$ cat src/hw/rtl/i2cm_pkg.sv
// i2cm_pkg: shared types, command and phase-op codes, sequence tables
// for the i2c bit-level master. no dependencies.
`timescale 1ns / 1ps

package i2cm_pkg;

    // command codes carried on func
    localparam logic [3:0] CmdIdle  = 4'd0;
    localparam logic [3:0] CmdStart = 4'd1;
    localparam logic [3:0] CmdStop  = 4'd2;
    localparam logic [3:0] CmdSend  = 4'd3;
    localparam logic [3:0] CmdRead  = 4'd4;
    localparam logic [3:0] CmdAck   = 4'd5;
    localparam logic [3:0] CmdNack  = 4'd6;
    localparam logic [3:0] CmdWait  = 4'd7;
    localparam logic [3:0] CmdCheck = 4'd8;

    // per-phase line operations
    localparam logic [3:0] OpStart0   = 4'd0;
    localparam logic [3:0] OpSda0     = 4'd1;
    localparam logic [3:0] OpScl0     = 4'd2;
    localparam logic [3:0] OpStop0    = 4'd3;
    localparam logic [3:0] OpBitSda   = 4'd4;
    localparam logic [3:0] OpScl1     = 4'd5;
    localparam logic [3:0] OpScl0Shft = 4'd6;
    localparam logic [3:0] OpRdHigh   = 4'd7;
    localparam logic [3:0] OpRdLow    = 4'd8;
    localparam logic [3:0] OpSda1     = 4'd9;
    localparam logic [3:0] OpAckHigh  = 4'd10;

    localparam logic [7:0] PhaseTicksReset = 8'd10;
    localparam int unsigned QueueDepth = 2;

    // one classified word between front and back
    typedef struct packed {
        logic [3:0] cmd;
        logic [7:0] tx;
        logic       sda;
    } item_t;

    // phases in each command
    function automatic logic [5:0] phase_total(input logic [3:0] cmd);
        logic [5:0] n;
        begin
            unique case (cmd)
                CmdStart: n = 6'd3;
                CmdStop:  n = 6'd1;
                CmdSend:  n = 6'd24;
                CmdRead:  n = 6'd16;
                CmdAck:   n = 6'd3;
                CmdNack:  n = 6'd3;
                CmdWait:  n = 6'd3;
                CmdCheck: n = 6'd32;
                default:  n = 6'd0;
            endcase
            return n;
        end
    endfunction

    // three-phase sequences, selected by the phase position mod 3
    function automatic logic [3:0] seq_start(input logic [1:0] m);
        begin
            case (m)
                2'd0:    return OpStart0;
                2'd1:    return OpSda0;
                default: return OpScl0;
            endcase
        end
    endfunction

    function automatic logic [3:0] seq_send(input logic [1:0] m);
        begin
            case (m)
                2'd0:    return OpBitSda;
                2'd1:    return OpScl1;
                default: return OpScl0Shft;
            endcase
        end
    endfunction

    function automatic logic [3:0] seq_wait(input logic [1:0] m);
        begin
            case (m)
                2'd0:    return OpSda1;
                2'd1:    return OpAckHigh;
                default: return OpScl0;
            endcase
        end
    endfunction

    // line operation of a phase; m is idx mod 3, kept as a counter
    function automatic logic [3:0] op_of(input logic [3:0] cmd, input logic [5:0] idx,
                                         input logic [1:0] m);
        logic [1:0] m2;
        logic [3:0] op;
        begin
            // (idx - 1) mod 3 for the chained check-device sequence
            case (m)
                2'd0:    m2 = 2'd2;
                2'd1:    m2 = 2'd0;
                default: m2 = 2'd1;
            endcase
            unique case (cmd)
                CmdStart: op = seq_start(m);
                CmdStop:  op = OpStop0;
                CmdSend:  op = seq_send(m);
                CmdRead:  op = idx[0] ? OpRdLow : OpRdHigh;
                CmdAck:   op = (m == 2'd0) ? OpSda0 : ((m == 2'd1) ? OpScl1 : OpScl0);
                CmdNack:  op = (m == 2'd0) ? OpSda1 : ((m == 2'd1) ? OpScl1 : OpScl0);
                CmdWait:  op = seq_wait(m);
                default:
                begin
                    if (idx == 6'd0 || idx >= 6'd31)
                        op = OpStop0;
                    else if (idx <= 6'd3)
                        op = seq_start(m2);
                    else if (idx <= 6'd27)
                        op = seq_send(m2);
                    else
                        op = seq_wait(m2);
                end
            endcase
            return op;
        end
    endfunction

endpackage

$ cat src/hw/rtl/i2cm_if.sv
// i2cm_in_if / i2cm_out_if: valid-ready channels for tick words and results
// no dependencies
`timescale 1ns / 1ps

interface i2cm_in_if;
    logic       valid;
    logic       ready;
    logic [3:0] func;
    logic [7:0] tx_byte;
    logic       sda_in;

    modport source (output valid, output func, output tx_byte, output sda_in, input ready);
    modport sink   (input valid, input func, input tx_byte, input sda_in, output ready);
endinterface

interface i2cm_out_if;
    logic       valid;
    logic       ready;
    logic       scl_level;
    logic       sda_level;
    logic       busy_res;
    logic       done_res;
    logic [7:0] rx_byte;
    logic       ack_bit;

    modport source (output valid, output scl_level, output sda_level, output busy_res,
                    output done_res, output rx_byte, output ack_bit, input ready);
    modport sink   (input valid, input scl_level, input sda_level, input busy_res,
                    input done_res, input rx_byte, input ack_bit, output ready);
endinterface

$ cat src/hw/rtl/i2cm_front.sv
// i2cm_front: accepts tick words and classifies func into a command code
// depends on i2cm_pkg, i2cm_in_if
`timescale 1ns / 1ps

module i2cm_front (
    i2cm_in_if.sink          in_ch,
    output logic             push,
    output i2cm_pkg::item_t  push_item,
    input  logic             push_ready
);
    import i2cm_pkg::*;

    // accept whenever the queue has room
    assign in_ch.ready = push_ready;
    assign push        = in_ch.valid;

    // func codes outside the command set behave as a plain tick
    always_comb
    begin
        push_item.tx  = in_ch.tx_byte;
        push_item.sda = in_ch.sda_in;
        unique case (in_ch.func) inside
            CmdStart, CmdStop, CmdSend, CmdRead, CmdAck, CmdNack, CmdWait, CmdCheck:
                push_item.cmd = in_ch.func;
            default:
                push_item.cmd = CmdIdle;
        endcase
    end
endmodule

$ cat src/hw/rtl/i2cm_queue.sv
// i2cm_queue: short fifo of classified words between front and back
// depends on i2cm_pkg
`timescale 1ns / 1ps

module i2cm_queue #(
    parameter int unsigned Depth = 2
) (
    input  logic             clk,
    input  logic             rst_n,
    input  logic             push,
    input  i2cm_pkg::item_t  push_item,
    output logic             push_ready,
    output logic             pop_valid,
    output i2cm_pkg::item_t  pop_item,
    input  logic             pop
);
    import i2cm_pkg::*;

    localparam int unsigned PtrW = (Depth > 1) ? $clog2(Depth) : 1;
    localparam int unsigned CntW = $clog2(Depth + 1);
    localparam logic [PtrW-1:0] LastPtr = PtrW'(Depth - 1);
    localparam logic [CntW-1:0] FullCnt = CntW'(Depth);

    item_t            slot_reg [Depth];
    logic [PtrW-1:0]  wr_ptr_reg, wr_ptr_next;
    logic [PtrW-1:0]  rd_ptr_reg, rd_ptr_next;
    logic [CntW-1:0]  count_reg, count_next;
    logic             do_push, do_pop;

    assign push_ready = (count_reg != FullCnt);
    assign pop_valid  = (count_reg != '0);
    assign pop_item   = slot_reg[rd_ptr_reg];
    assign do_push    = push && push_ready;
    assign do_pop     = pop && pop_valid;

    // pointer and fill bookkeeping
    always_comb
    begin
        wr_ptr_next = wr_ptr_reg;
        rd_ptr_next = rd_ptr_reg;
        count_next  = count_reg;
        if (do_push)
            wr_ptr_next = (wr_ptr_reg == LastPtr) ? '0 : wr_ptr_reg + 1'b1;
        if (do_pop)
            rd_ptr_next = (rd_ptr_reg == LastPtr) ? '0 : rd_ptr_reg + 1'b1;
        if (do_push && !do_pop)
            count_next = count_reg + 1'b1;
        else if (do_pop && !do_push)
            count_next = count_reg - 1'b1;
    end

    always_ff @(posedge clk or negedge rst_n)
    begin
        if (!rst_n)
        begin
            wr_ptr_reg <= '0;
            rd_ptr_reg <= '0;
            count_reg  <= '0;
        end
        else
        begin
            wr_ptr_reg <= wr_ptr_next;
            rd_ptr_reg <= rd_ptr_next;
            count_reg  <= count_next;
        end
    end

    // storage, no reset needed
    always_ff @(posedge clk)
    begin
        if (do_push)
            slot_reg[wr_ptr_reg] <= push_item;
    end
endmodule

$ cat src/hw/rtl/i2cm_engine.sv
// i2cm_engine: back end, steps the phase sequencer one word per cycle while words
// are queued and out_ch is not stalled, and registers each result. depends on i2cm_pkg, i2cm_out_if
`timescale 1ns / 1ps

module i2cm_engine (
    input  logic             clk,
    input  logic             rst_n,
    input  logic             cfg_we,
    input  logic [7:0]       cfg_wdata,
    input  logic             pop_valid,
    input  i2cm_pkg::item_t  pop_item,
    output logic             pop,
    i2cm_out_if.source       out_ch
);
    import i2cm_pkg::*;

    logic [7:0] phase_ticks_reg;
    logic [3:0] active_cmd_reg, active_cmd_next;
    logic [5:0] phase_index_reg, phase_index_next;
    logic [1:0] phase_mod3_reg, phase_mod3_next;
    logic [2:0] bit_index_reg, bit_index_next;
    logic [7:0] tick_count_reg, tick_count_next;
    logic [7:0] shift_reg, shift_next;
    logic       scl_reg, scl_next;
    logic       sda_reg, sda_next;
    logic [7:0] rx_reg, rx_next;
    logic       ack_reg, ack_next;
    logic       done_next;

    logic       out_valid_reg;
    logic       out_scl_reg, out_sda_reg, out_busy_reg, out_done_reg, out_ack_reg;
    logic [7:0] out_rx_reg;

    // take a word when the result register is free or being drained
    assign pop = pop_valid && (!out_valid_reg || out_ch.ready);

    // sequencer step for one tick word
    always_comb
    begin
        logic [3:0] op;
        logic [7:0] tick_sum;

        active_cmd_next  = active_cmd_reg;
        phase_index_next = phase_index_reg;
        phase_mod3_next  = phase_mod3_reg;
        bit_index_next   = bit_index_reg;
        tick_count_next  = tick_count_reg;
        shift_next       = shift_reg;
        scl_next         = scl_reg;
        sda_next         = sda_reg;
        rx_next          = rx_reg;
        ack_next         = ack_reg;
        done_next        = 1'b0;
        op               = OpStop0;
        tick_sum         = '0;

        // command launch while idle
        if (active_cmd_reg == CmdIdle && pop_item.cmd != CmdIdle)
        begin
            active_cmd_next  = pop_item.cmd;
            phase_index_next = '0;
            phase_mod3_next  = '0;
            tick_count_next  = '0;
            bit_index_next   = '0;
            shift_next       = (pop_item.cmd == CmdSend || pop_item.cmd == CmdCheck)
                               ? pop_item.tx : 8'd0;
        end

        if (active_cmd_next != CmdIdle)
        begin
            op = op_of(active_cmd_next, phase_index_next, phase_mod3_next);

            // line changes on the first tick of a phase
            if (tick_count_next == 8'd0)
            begin
                unique case (op) inside
                    OpStart0:
                    begin
                        sda_next = 1'b1;
                        scl_next = 1'b1;
                    end
                    OpSda0:           sda_next = 1'b0;
                    OpScl0, OpRdLow:  scl_next = 1'b0;
                    OpStop0:
                    begin
                        sda_next = 1'b0;
                        scl_next = 1'b1;
                    end
                    OpBitSda:         sda_next = shift_next[7];
                    OpScl1, OpRdHigh, OpAckHigh: scl_next = 1'b1;
                    OpScl0Shft:
                    begin
                        scl_next = 1'b0;
                        if (bit_index_next == 3'd7)
                            sda_next = 1'b1;
                        shift_next     = {shift_next[6:0], 1'b0};
                        bit_index_next = bit_index_next + 3'd1;
                    end
                    OpSda1:           sda_next = 1'b1;
                    default:          ;
                endcase
            end

            // phase end: sample sda, advance, maybe finish
            tick_sum = tick_count_next + 8'd1;
            if (tick_sum >= phase_ticks_reg)
            begin
                if (op == OpRdHigh)
                    shift_next = {shift_next[6:0], pop_item.sda};
                else if (op == OpAckHigh)
                    ack_next = pop_item.sda;
                tick_count_next  = '0;
                phase_index_next = phase_index_next + 6'd1;
                phase_mod3_next  = (phase_mod3_next == 2'd2) ? 2'd0 : phase_mod3_next + 2'd1;
                if (phase_index_next >= phase_total(active_cmd_next))
                begin
                    if (active_cmd_next == CmdStop || active_cmd_next == CmdAck
                        || active_cmd_next == CmdCheck)
                        sda_next = 1'b1;
                    if (active_cmd_next == CmdRead)
                        rx_next = shift_next;
                    active_cmd_next  = CmdIdle;
                    phase_index_next = '0;
                    done_next        = 1'b1;
                end
            end
            else
            begin
                tick_count_next = tick_sum;
            end
        end
    end

    // sequencer state and phase length register
    always_ff @(posedge clk or negedge rst_n)
    begin
        if (!rst_n)
        begin
            phase_ticks_reg <= PhaseTicksReset;
            active_cmd_reg  <= CmdIdle;
            phase_index_reg <= '0;
            phase_mod3_reg  <= '0;
            bit_index_reg   <= '0;
            tick_count_reg  <= '0;
            shift_reg       <= '0;
            scl_reg         <= 1'b1;
            sda_reg         <= 1'b1;
            rx_reg          <= '0;
            ack_reg         <= 1'b1;
        end
        else
        begin
            if (cfg_we)
                phase_ticks_reg <= cfg_wdata;
            if (pop)
            begin
                active_cmd_reg  <= active_cmd_next;
                phase_index_reg <= phase_index_next;
                phase_mod3_reg  <= phase_mod3_next;
                bit_index_reg   <= bit_index_next;
                tick_count_reg  <= tick_count_next;
                shift_reg       <= shift_next;
                scl_reg         <= scl_next;
                sda_reg         <= sda_next;
                rx_reg          <= rx_next;
                ack_reg         <= ack_next;
            end
        end
    end

    // result word valid flag
    always_ff @(posedge clk or negedge rst_n)
    begin
        if (!rst_n)
            out_valid_reg <= 1'b0;
        else if (pop)
            out_valid_reg <= 1'b1;
        else if (out_ch.ready)
            out_valid_reg <= 1'b0;
    end

    // result word payload
    always_ff @(posedge clk)
    begin
        if (pop)
        begin
            out_scl_reg  <= scl_next;
            out_sda_reg  <= sda_next;
            out_busy_reg <= (active_cmd_next != CmdIdle);
            out_done_reg <= done_next;
            out_rx_reg   <= rx_next;
            out_ack_reg  <= ack_next;
        end
    end

    assign out_ch.valid     = out_valid_reg;
    assign out_ch.scl_level = out_scl_reg;
    assign out_ch.sda_level = out_sda_reg;
    assign out_ch.busy_res  = out_busy_reg;
    assign out_ch.done_res  = out_done_reg;
    assign out_ch.rx_byte   = out_rx_reg;
    assign out_ch.ack_bit   = out_ack_reg;

    // a finishing word leaves the sequencer idle
    a_done_idle: assert property (@(posedge clk) disable iff (!rst_n)
        (pop && done_next) |=> (active_cmd_reg == CmdIdle))
        else $error("sequencer not idle after done");

    // idle sequencer has its phase position cleared
    a_idle_clear: assert property (@(posedge clk) disable iff (!rst_n)
        (active_cmd_reg == CmdIdle) |-> (phase_index_reg == 6'd0 && tick_count_reg == 8'd0))
        else $error("idle with stale phase state");

    // running command stays within its phase count
    a_phase_range: assert property (@(posedge clk) disable iff (!rst_n)
        (active_cmd_reg != CmdIdle) |-> (phase_index_reg < phase_total(active_cmd_reg)))
        else $error("phase index beyond command length");

    // mod-3 tracker is zero while a running command is at phase index 0
    a_mod3_sync: assert property (@(posedge clk) disable iff (!rst_n)
        (active_cmd_reg != CmdIdle && phase_index_reg == 6'd0) |-> (phase_mod3_reg == 2'd0))
        else $error("phase mod-3 tracker out of step");
endmodule

$ cat src/hw/rtl/i2c_bit_level_master.sv
// i2c_bit_level_master: top level, front classifier, word queue, sequencer
// depends on i2cm_pkg, i2cm_if, i2cm_front, i2cm_queue, i2cm_engine
//
//  channel   dir  handshake      payload
//  in_ch     in   valid/ready    func[3:0], tx_byte[7:0], sda_in
//  out_ch    out  valid/ready    scl_level, sda_level, busy_res, done_res,
//                                rx_byte[7:0], ack_bit
//  cfg       in   cfg_we         cfg_wdata[7:0] = phase_ticks
//
// one tick word per clock sustained while out_ch is not stalled; an accepted word
// passes through a queue slot, then the sequencer step into the result register.
// the sequencer state register feeds back into its own next-state logic.
// reset releases both lines, clears the queue, sets phase_ticks to 10.
// a stall on out_ch backs up through the queue into in_ch ready.
`timescale 1ns / 1ps

module i2c_bit_level_master #(
    parameter int unsigned QDepth = i2cm_pkg::QueueDepth
) (
    input  logic        clk,
    input  logic        rst_n,
    input  logic        cfg_we,
    input  logic [7:0]  cfg_wdata,
    i2cm_in_if.sink     in_ch,
    i2cm_out_if.source  out_ch
);
    import i2cm_pkg::*;

    logic  push, push_ready, pop_valid, pop;
    item_t push_item, pop_item;

    // classify incoming words
    i2cm_front u_front (
        .in_ch      (in_ch),
        .push       (push),
        .push_item  (push_item),
        .push_ready (push_ready)
    );

    // decouple front from sequencer
    i2cm_queue #(
        .Depth (QDepth)
    ) u_queue (
        .clk        (clk),
        .rst_n      (rst_n),
        .push       (push),
        .push_item  (push_item),
        .push_ready (push_ready),
        .pop_valid  (pop_valid),
        .pop_item   (pop_item),
        .pop        (pop)
    );

    // phase sequencer and result register
    i2cm_engine u_engine (
        .clk       (clk),
        .rst_n     (rst_n),
        .cfg_we    (cfg_we),
        .cfg_wdata (cfg_wdata),
        .pop_valid (pop_valid),
        .pop_item  (pop_item),
        .pop       (pop),
        .out_ch    (out_ch)
    );
endmodule
$ cat src/flat_wrapper.sv
// flat-port wrapper written by rule: the top's interface ports become plain ports
module i2c_bit_level_master_flat import i2cm_pkg::*;
#(
    parameter int unsigned QDepth = i2cm_pkg::QueueDepth
)
  (clk, rst_n, cfg_we, cfg_wdata, in_ch_valid, in_ch_func, in_ch_tx_byte, in_ch_sda_in, in_ch_ready, out_ch_valid, out_ch_scl_level, out_ch_sda_level, out_ch_busy_res, out_ch_done_res, out_ch_rx_byte, out_ch_ack_bit, out_ch_ready);
  i2cm_in_if in_ch_i ();
  i2cm_out_if out_ch_i ();
  input  logic clk;
  input  logic rst_n;
  input  logic cfg_we;
  input  logic [7:0] cfg_wdata;
  input wire logic [$bits(in_ch_i.valid)-1:0] in_ch_valid;
  input wire logic [$bits(in_ch_i.func)-1:0] in_ch_func;
  input wire logic [$bits(in_ch_i.tx_byte)-1:0] in_ch_tx_byte;
  input wire logic [$bits(in_ch_i.sda_in)-1:0] in_ch_sda_in;
  output wire logic [$bits(in_ch_i.ready)-1:0] in_ch_ready;
  output wire logic [$bits(out_ch_i.valid)-1:0] out_ch_valid;
  output wire logic [$bits(out_ch_i.scl_level)-1:0] out_ch_scl_level;
  output wire logic [$bits(out_ch_i.sda_level)-1:0] out_ch_sda_level;
  output wire logic [$bits(out_ch_i.busy_res)-1:0] out_ch_busy_res;
  output wire logic [$bits(out_ch_i.done_res)-1:0] out_ch_done_res;
  output wire logic [$bits(out_ch_i.rx_byte)-1:0] out_ch_rx_byte;
  output wire logic [$bits(out_ch_i.ack_bit)-1:0] out_ch_ack_bit;
  input wire logic [$bits(out_ch_i.ready)-1:0] out_ch_ready;
  assign in_ch_i.valid = in_ch_valid;
  assign in_ch_i.func = in_ch_func;
  assign in_ch_i.tx_byte = in_ch_tx_byte;
  assign in_ch_i.sda_in = in_ch_sda_in;
  assign in_ch_ready = in_ch_i.ready;
  assign out_ch_valid = out_ch_i.valid;
  assign out_ch_scl_level = out_ch_i.scl_level;
  assign out_ch_sda_level = out_ch_i.sda_level;
  assign out_ch_busy_res = out_ch_i.busy_res;
  assign out_ch_done_res = out_ch_i.done_res;
  assign out_ch_rx_byte = out_ch_i.rx_byte;
  assign out_ch_ack_bit = out_ch_i.ack_bit;
  assign out_ch_i.ready = out_ch_ready;
  i2c_bit_level_master #(.QDepth(QDepth)) u_core (.clk(clk), .rst_n(rst_n), .cfg_we(cfg_we), .cfg_wdata(cfg_wdata), .in_ch(in_ch_i), .out_ch(out_ch_i));
endmodule
$ cat config.mk
export PLATFORM = sky130hd
export DESIGN_NAME = i2c_bit_level_master_flat
export DESIGN_NICKNAME = d
export VERILOG_FILES = /design/src/hw/rtl/i2cm_pkg.sv /design/src/hw/rtl/i2cm_if.sv /design/src/hw/rtl/i2cm_front.sv /design/src/hw/rtl/i2cm_queue.sv /design/src/hw/rtl/i2cm_engine.sv /design/src/hw/rtl/i2c_bit_level_master.sv /design/src/flat_wrapper.sv
export SDC_FILE = /design/constraint.sdc
export NUM_CORES = 1
export LEC_CHECK = 0
export ABC_AREA = 1
export BUFFER_PORTS_ARGS = -buffer_cell sky130_fd_sc_hd__buf_2
export CAP_MARGIN = 30
export CORE_ASPECT_RATIO = 1.4
export CORE_MARGIN = 2
export CORE_UTILIZATION = 30
export CTS_BUF_LIST = sky130_fd_sc_hd__clkbuf_8 sky130_fd_sc_hd__clkbuf_16
export CTS_CLUSTER_DIAMETER = 80
export CTS_CLUSTER_SIZE = 8
export DETAILED_ROUTE_END_ITERATION = 6
export GPL_TIMING_DRIVEN = 0
export PLACE_DENSITY = 0.54
export SLEW_MARGIN = 15
export SYNTH_ARGS = -nofsm -noshare
export SYNTH_HDL_FRONTEND = slang
export SYNTH_SLANG_ARGS = --single-unit
$ cat constraint.sdc
create_clock -name clk -period 6.2 [get_ports clk]
set_input_delay 0.93 -clock clk [delete_from_list [all_inputs] [get_ports clk]]
set_output_delay 0.93 -clock clk [all_outputs]
set_load 0.01 [all_outputs]
; ---- Yosys cells after proc, flatten, opt, wreduce, memory -nomap -nowiden
; Memory sizes are Yosys's and may differ from the RTL's.
; Cells that the tools add are included.
[op_classes]
n_addsub = 8
order_cmp = 5
n_eq_ne = 33
n_mux = 73
n_reduce_logical = 32
[ops]
columns = operator, count
row1 = $mux 8, 14
row2 = $eq 4x3->1 const B, 12
row3 = $mux 4, 12
row4 = $mux 6, 6
row5 = $eq 4x2->1 const B, 7
row6 = $pmux 4 s7, 1
row7 = $eq 4x4->1 const B, 6
row8 = $pmux 2 s2, 5
row9 = $mux 1, 19
row10 = $pmux 4 s2, 2
row11 = $mux 3, 5
row12 = $mux 2, 7
row13 = $eq 4x1->1 const B, 3
row14 = $reduce_bool 4->1, 3
row15 = $add 8x1->8 const B, 1
row16 = $ge 8x8->1, 1
row17 = $logic_not 4->1, 2
row18 = $logic_not 8->1, 1
row19 = $reduce_or 8->1, 1
row20 = $add 6x1->6 const B, 1
row21 = $ge 6x5->1 const B, 1
row22 = $ge 6x6->1, 1
row23 = $le 6x2->1 const B, 1
row24 = $le 6x5->1 const B, 1
row25 = 20 further kinds, 38
[word_totals]
reg_bits = 68
mem_bits_rw = 26
rom_bits = 80
input_bits = 26
output_inout_bits = 15
wordCells = 174
memories = 2
[mem_list]
columns = memory, words, word_bits, rd, rd_ports_with_merged_regs, wr, line_no
row1 = (name not given), 16, 5, 1, 0, 0, i2cm_pkg.sv:45  ; unique case (cmd)
row2 = u_core.u_queue.slot_reg, 2, 13, 1, 0, 1, i2cm_queue.sv:24  ; item_t slot_reg [Depth];

; ---- Logic depth before layout (Yosys ltp)
; An unclocked memory read counts as a cell.
[depth]
depth_word = 22
mapped_depth = 28
depth_no_buf = 27

; ---- Cells and area by module
; From an unflattened synthesis, not the netlist that was laid out.
[unflattened]
hier_cells = 784
hier_area_um2 = 5940.7
[modules_own_cells]
columns = mod, n_inst, cells_each, area_per_inst_um2, seq_area_each_um2
row1 = i2cm_engine, 1, 668, 4658.2, 1672.9
row2 = i2cm_queue, 1, 96, 1166.1, 880.8
row3 = i2cm_front, 1, 20, 116.4, 0.0

; ---- Least setup slack after synthesis
; OpenSTA, ideal clock, no wires.
[synth_timing]
path_type = reg2reg
startpoint = register u_core.u_queue.rd_ptr_reg
endpoint = register u_core.u_engine.out_rx_reg[0] (netlist: u_core.u_engine.out_ch.rx_byte[0]) (data pin)
setup_time_ns = 0.255
t_arrival_ns = 3.397
t_required_ns = 5.945
setup_slack_ns = 2.548
path_stages_with_launch = 27
n_path_buf = 3
synth_period_minus_slack_ns = 3.652
path_cell_list = dfrtp_1 inv_2 buf_6 nand2_4 nand2_4 nor2_4 nand2_2 nand2_4 inv_4 clkbuf_1 nor2_1 ha_1 nand3_1 nor2_1 nand2_1 xor2_1 inv_1 ha_1 nand2_1 nor2_1 nand4_1 nand3_1 nand2_1 nor2_1 buf_2 o211ai_2 and2_1
[synth_between]
elab_chain_cells = 22
word_cells_on_any_way = 63
classes_between = add/sub: 2 / order compare: 5 / eq/ne: 13 / mux: 32 / reduce/logical: 9 / memory: 2
[synth_lines]
columns = element, line_no
row1 = from (decl), i2cm_queue.sv:26  ; logic [PtrW-1:0] rd_ptr_reg, rd_ptr_next;
row2 = from (signal assigned), i2cm_queue.sv:63  ; rd_ptr_reg <= rd_ptr_next;
row3 = $mem_v2 2x13 (*), -
row4 = $reduce_bool 4->1, i2cm_engine.sv:58  ; if (active_cmd_reg == CmdIdle && pop_item.cmd != CmdIdle)
row5 = $logic_and 1x1->1, i2cm_engine.sv:58
row6 = $mux 2, i2cm_engine.sv:58
row7 = $eq 2x1->1 or $logic_not 2->1 (tied branches), -
row8 = $pmux 2 s2, i2cm_pkg.sv:98  ; case (m)
row9 = $mux 2, i2cm_engine.sv:69  ; if (active_cmd_next != CmdIdle)
row10 = $eq 2x1->1 or $logic_not 2->1 (tied branches), "i2cm_pkg.sv:63, i2cm_pkg.sv:73, i2cm_pkg.sv:83"
row11 = (+7 left out), -
row12 = $mux 8, i2cm_engine.sv:76  ; unique case (op) inside
row13 = $mux 8, i2cm_engine.sv:74  ; if (tick_count_next == 8'd0)
row14 = $mux 8, i2cm_engine.sv:108  ; if (op == OpRdHigh)
row15 = $mux 8, i2cm_engine.sv:120  ; if (active_cmd_next == CmdRead)
row16 = $mux 8, i2cm_engine.sv:115  ; if (phase_index_next >= phase_total(active_cmd_next))
row17 = $mux 8, i2cm_engine.sv:106  ; if (tick_sum >= phase_ticks_reg)
row18 = $mux 8 (*), i2cm_engine.sv:69
row19 = named net u_core.u_engine.rx_next[0], i2cm_engine.sv:26  ; logic [7:0] rx_reg, rx_next;
row20 = to (signal assigned), i2cm_engine.sv:191  ; out_rx_reg <= rx_next;
row21 = to (decl), i2cm_engine.sv:32  ; logic [7:0] out_rx_reg;
; Mark *: on every way through the listed nets, which the timed path passes. The rest lies on a longest branch. The select of a mux whose other input is x is not followed.
; A chain may end at the register's enable or synchronous reset.

; ---- Worst setup path after layout
[layout_timing]
startpoint = register u_core.u_engine.active_cmd_reg[3]
endpoint = register u_core.u_engine.shift_reg[6]
[layout_between]
elab_chain_cells = 19
word_cells_on_any_way = 51
classes_between = add/sub: 1 / order compare: 4 / eq/ne: 11 / mux: 27 / reduce/logical: 8
[layout_lines]
columns = element, line_no
row1 = from (decl), i2cm_engine.sv:18  ; logic [3:0] active_cmd_reg, active_cmd_next;
row2 = from (signal assigned), i2cm_engine.sv:140  ; active_cmd_reg <= CmdIdle;
row3 = from (signal assigned), i2cm_engine.sv:157  ; active_cmd_reg <= active_cmd_next;
row4 = $logic_not 4->1, i2cm_engine.sv:58
row5 = $logic_and 1x1->1, i2cm_engine.sv:58
row6 = $mux 2, i2cm_engine.sv:58
row7 = $eq 2x1->1 or $logic_not 2->1 (tied branches), -
row8 = $pmux 2 s2, i2cm_pkg.sv:98
row9 = $mux 2, i2cm_engine.sv:69
row10 = $eq 2x1->1 or $logic_not 2->1 (tied branches), "i2cm_pkg.sv:63, i2cm_pkg.sv:73, i2cm_pkg.sv:83"
row11 = $pmux 4 s2 or $pmux 2 s2 (tied branches), "i2cm_pkg.sv:83, i2cm_pkg.sv:63, i2cm_pkg.sv:73"
row12 = (+3 left out), -
row13 = $pmux 4 s7, i2cm_pkg.sv:103  ; unique case (cmd)
row14 = $mux 4, i2cm_engine.sv:69
row15 = $eq 4x3->1 (no source line), -
row16 = $mux 8, i2cm_engine.sv:76
row17 = $mux 8, i2cm_engine.sv:74
row18 = $mux 8, i2cm_engine.sv:108
row19 = $mux 8, i2cm_engine.sv:106
row20 = $mux 8 (*), i2cm_engine.sv:69
row21 = to (signal assigned), i2cm_engine.sv:162  ; shift_reg <= shift_next;
row22 = to (decl), i2cm_engine.sv:23  ; logic [7:0] shift_reg, shift_next;
; Every way passes the cells marked *; elsewhere a longest branch is shown, timed or not. The select of a mux whose other input is x is not followed.

==> flow_metrics.tcl <==
set metrics [dict create \
    status "finished clean" \
    cts-root-buf "clkbuf_16" \
    cts_resized 0 \
    synth_cell_types 53 \
    cp_slowest_cell "clkbuf_1" \
    worstPathArrival_ps 5200 \
    r2r_slack_ps 1270 \
    yosysWarningCount 0 \
    setup_violations 0 \
    reg2reg_to "u_core.u_engine.shift_reg[6]" \
    clock_skew_ps 9.384 \
    synth.cell_area_um2 5891 \
    avgRoutedWirePerCell_um 14.13 \
    crit_path_end_kind "register" \
    cts_setup_buffers 0 \
    antenna_found_initial 0 \
    rsz0062_at_grt "no" \
    synthTopCellsByArea "dfrtp_1, edfxtp_1, nand2_1" \
    synth_cells 758 \
    crit_chain "inv_1 > nand3_1 > nor2_1 > nand2_4 > inv_4 > clkbuf_1 > nor2_1 > ha_1 > nand3_1 > nor2_1 > nand2_1 > xor2_1 > inv_1 > ha_1 > nand2_1 > nor2_1 > nand4_1 > nand3_1 > nor2_1 > clkbuf_1 > nand3_1 > nand2_1 > inv_1 > a21oi_1" \
    crit_fanout 10 \
    required_ps 6480 \
    grt_pass1_wl_um 25030 \
    ios 41 \
    top_layer "met4" \
    drtAntennaViolNets 0 \
    dr.pass1.iters 5 \
    fin_nets 862 \
    cts_max_path_buffers 2 \
    synth_top_cell_by_area "dfrtp_1" \
    seq_area_frac_synth 0.4335 \
    fmaxAchievable_ghz 0.2029 \
    grt_max_degree 54 \
    numCtsBuffers 9 \
    synth.avg_cell_area_um2 7.771 \
    multi_input_area_um2 2826 \
    grt_pass1_vias 5019 \
    syn-num-nets 807 \
    slew_headroom 0.4870 \
    htree_levels 3 \
    worst-setup-path-type "reg -> reg" \
    io_buffers 40 \
    grt-ovfl-total 0 \
    reg2reg_depth 24 \
    drc 0 \
    r2r-start "u_core.u_engine.active_cmd_reg[3]" \
    start_util 0.3065 \
    fp.coreArea_um2 19220 \
    area_growth_pct 14.72 \
    viasPerCell 4.676 \
    clkTransAtPathRegs_ps 70 \
    worstMarginPinSlew_ps 763.8 \
    slew_violations 0 \
    drt-met1-wl_um 6384 \
    period_share 0.7948 \
    fin_crit_ps 4928 \
    async_reset_ff_frac 0.5851 \
    yosysMostFrequentCell "nand2_1" \
    synth_edf_count 39 \
    wl_met2_um 8016 \
    hold_viol_final 0 \
    synth_top_cell_area_share 0.2124 \
    seqCellArea_um2 2554 \
    synth.ff_latch_count 94 \
    cts_tree "done" \
    dp_hpwl_um 11580 \
    antenna_cells 0 \
    cts_sinks 94 \
    vias 4985 \
    die_h_um 169.8 \
    drt_iter0_drc 209 \
    gp_congestion 0.8300 \
    min_path_type "in -> async" \
    maxCapViolations 0 \
    cp_common_cell "nor2_1" \
    num-fill-cells 2137 \
    setup-tns-final_ps 0 \
    synth_top_flop_cell "dfrtp_1" \
    largest_reg_flops 26 \
    cts_hold_buf 0 \
    die_w_um 122.4 \
    critPathLaunchType "register" \
    grt_usage 0.1543 \
    drive_above_1_share 0.1381 \
    wl_met3_um 394 \
    clk-insertion-delay-late_ps 350 \
    die_area_um2 20790 \
    wirelength_um 15060 \
    slowest_delay_ps 510 \
    num_rows 60 \
    ys_top_cells_by_count "nand2_1, inv_1, nor2_1" \
]
-- metrics by stage --
stage	instance area (um2)	utilization	setup slack, ps	hold slack [ps]	std cells
2_1_floorplan	5891	-	2548	441.7	758
3_3_place_gp	6401	0.3331	1331	460.8	1046
3_5_place_dp	6455	0.3359	1352	462.9	1049
4_1_cts	6750	0.3512	1284	358.0	1065
5_1_grt	6758	0.3516	757.2	357.9	1066
6_report	6758	0.3516	1272	370.7	1066
-- cell families after synthesis --
kind of cell	after synthesis	share of synthesized area
buffers and inverters	129	0.08666
XOR/XNOR	11	0.01636
flip-flops	94	0.4335
AND/OR/NAND/NOR	372	0.2874
AO/OA/AOI/OAI	128	0.1253
multiplexers	1	0.001912
adder cells (fa/ha/maj)	23	0.04885
-- how the worst max path moves through the flow --
stage                                              endpoint                              start
final                          u_core.u_engine.shift_reg[6]  u_core.u_engine.active_cmd_reg[3]
after global routing           u_core.u_engine.shift_reg[5]          u_core.u_queue.rd_ptr_reg
after CTS                      u_core.u_engine.shift_reg[5]  u_core.u_engine.active_cmd_reg[3]
after detailed placement  u_core.u_engine.out_ch.rx_byte[6]  u_core.u_engine.active_cmd_reg[3]
after global placement         u_core.u_engine.shift_reg[6]  u_core.u_engine.active_cmd_reg[3]
after floorplan           u_core.u_engine.out_ch.rx_byte[0]          u_core.u_queue.rd_ptr_reg
-- worst max-delay path: cells and delay by family (launching register included) --
family / cells / cell delay [ps]
and+or+nand+nor: 14 / 2220
buffers and inverters: 6 / 1360
adders and majority gates: 2 / 570
DFF: 1 / 400
xor gates and xnor gates: 1 / 150
AOI/OAI and AO/OA: 1 / 130
-- placed cells by master, fill, tap and decap left out, types with 6 or more instances in the layout --
cell type / count
nand2_1: 163
inv_1: 101
nor2_1: 95
nand3_1: 64
dfrtp_1: 50
a21oi_1: 42
buf_2: 41
o21ai_0: 40
edfxtp_1: 39
ha_1: 23
clkbuf_1: 14
o21ai_1: 10
clkbuf_16: 10
a31oi_1: 9
xor2_1: 8
nand2_2: 7
and2_1: 7
inv_2: 6
nand2_4: 6
or2_2: 6
-- metal layers --
| layer | GRT usage | up-vias |
|---|---|---|
| met4 | 0.05647 | 0 |
| met3 | 0.02319 | 16 |
| met2 | 0.2819 | 64 |
| met5 | 0 | - |
| met1 | 0.1794 | 2318 |
| li1 | - | 2587 |
-- final cells by class --
cell class              count  share of cell area
clock inverters             6            0.006665
well taps                 248             0.04592
flip-flops and latches     94              0.3779
clock buffers              10             0.03703
multi-input cells         535              0.4183
repair buffers             44             0.03851
inverters                 110             0.06184
plain buffers              19             0.01389
Power is left out: the tool's default activity adds up to more than one toggle a clock period on the data nets, which glitch-free logic cannot reach.
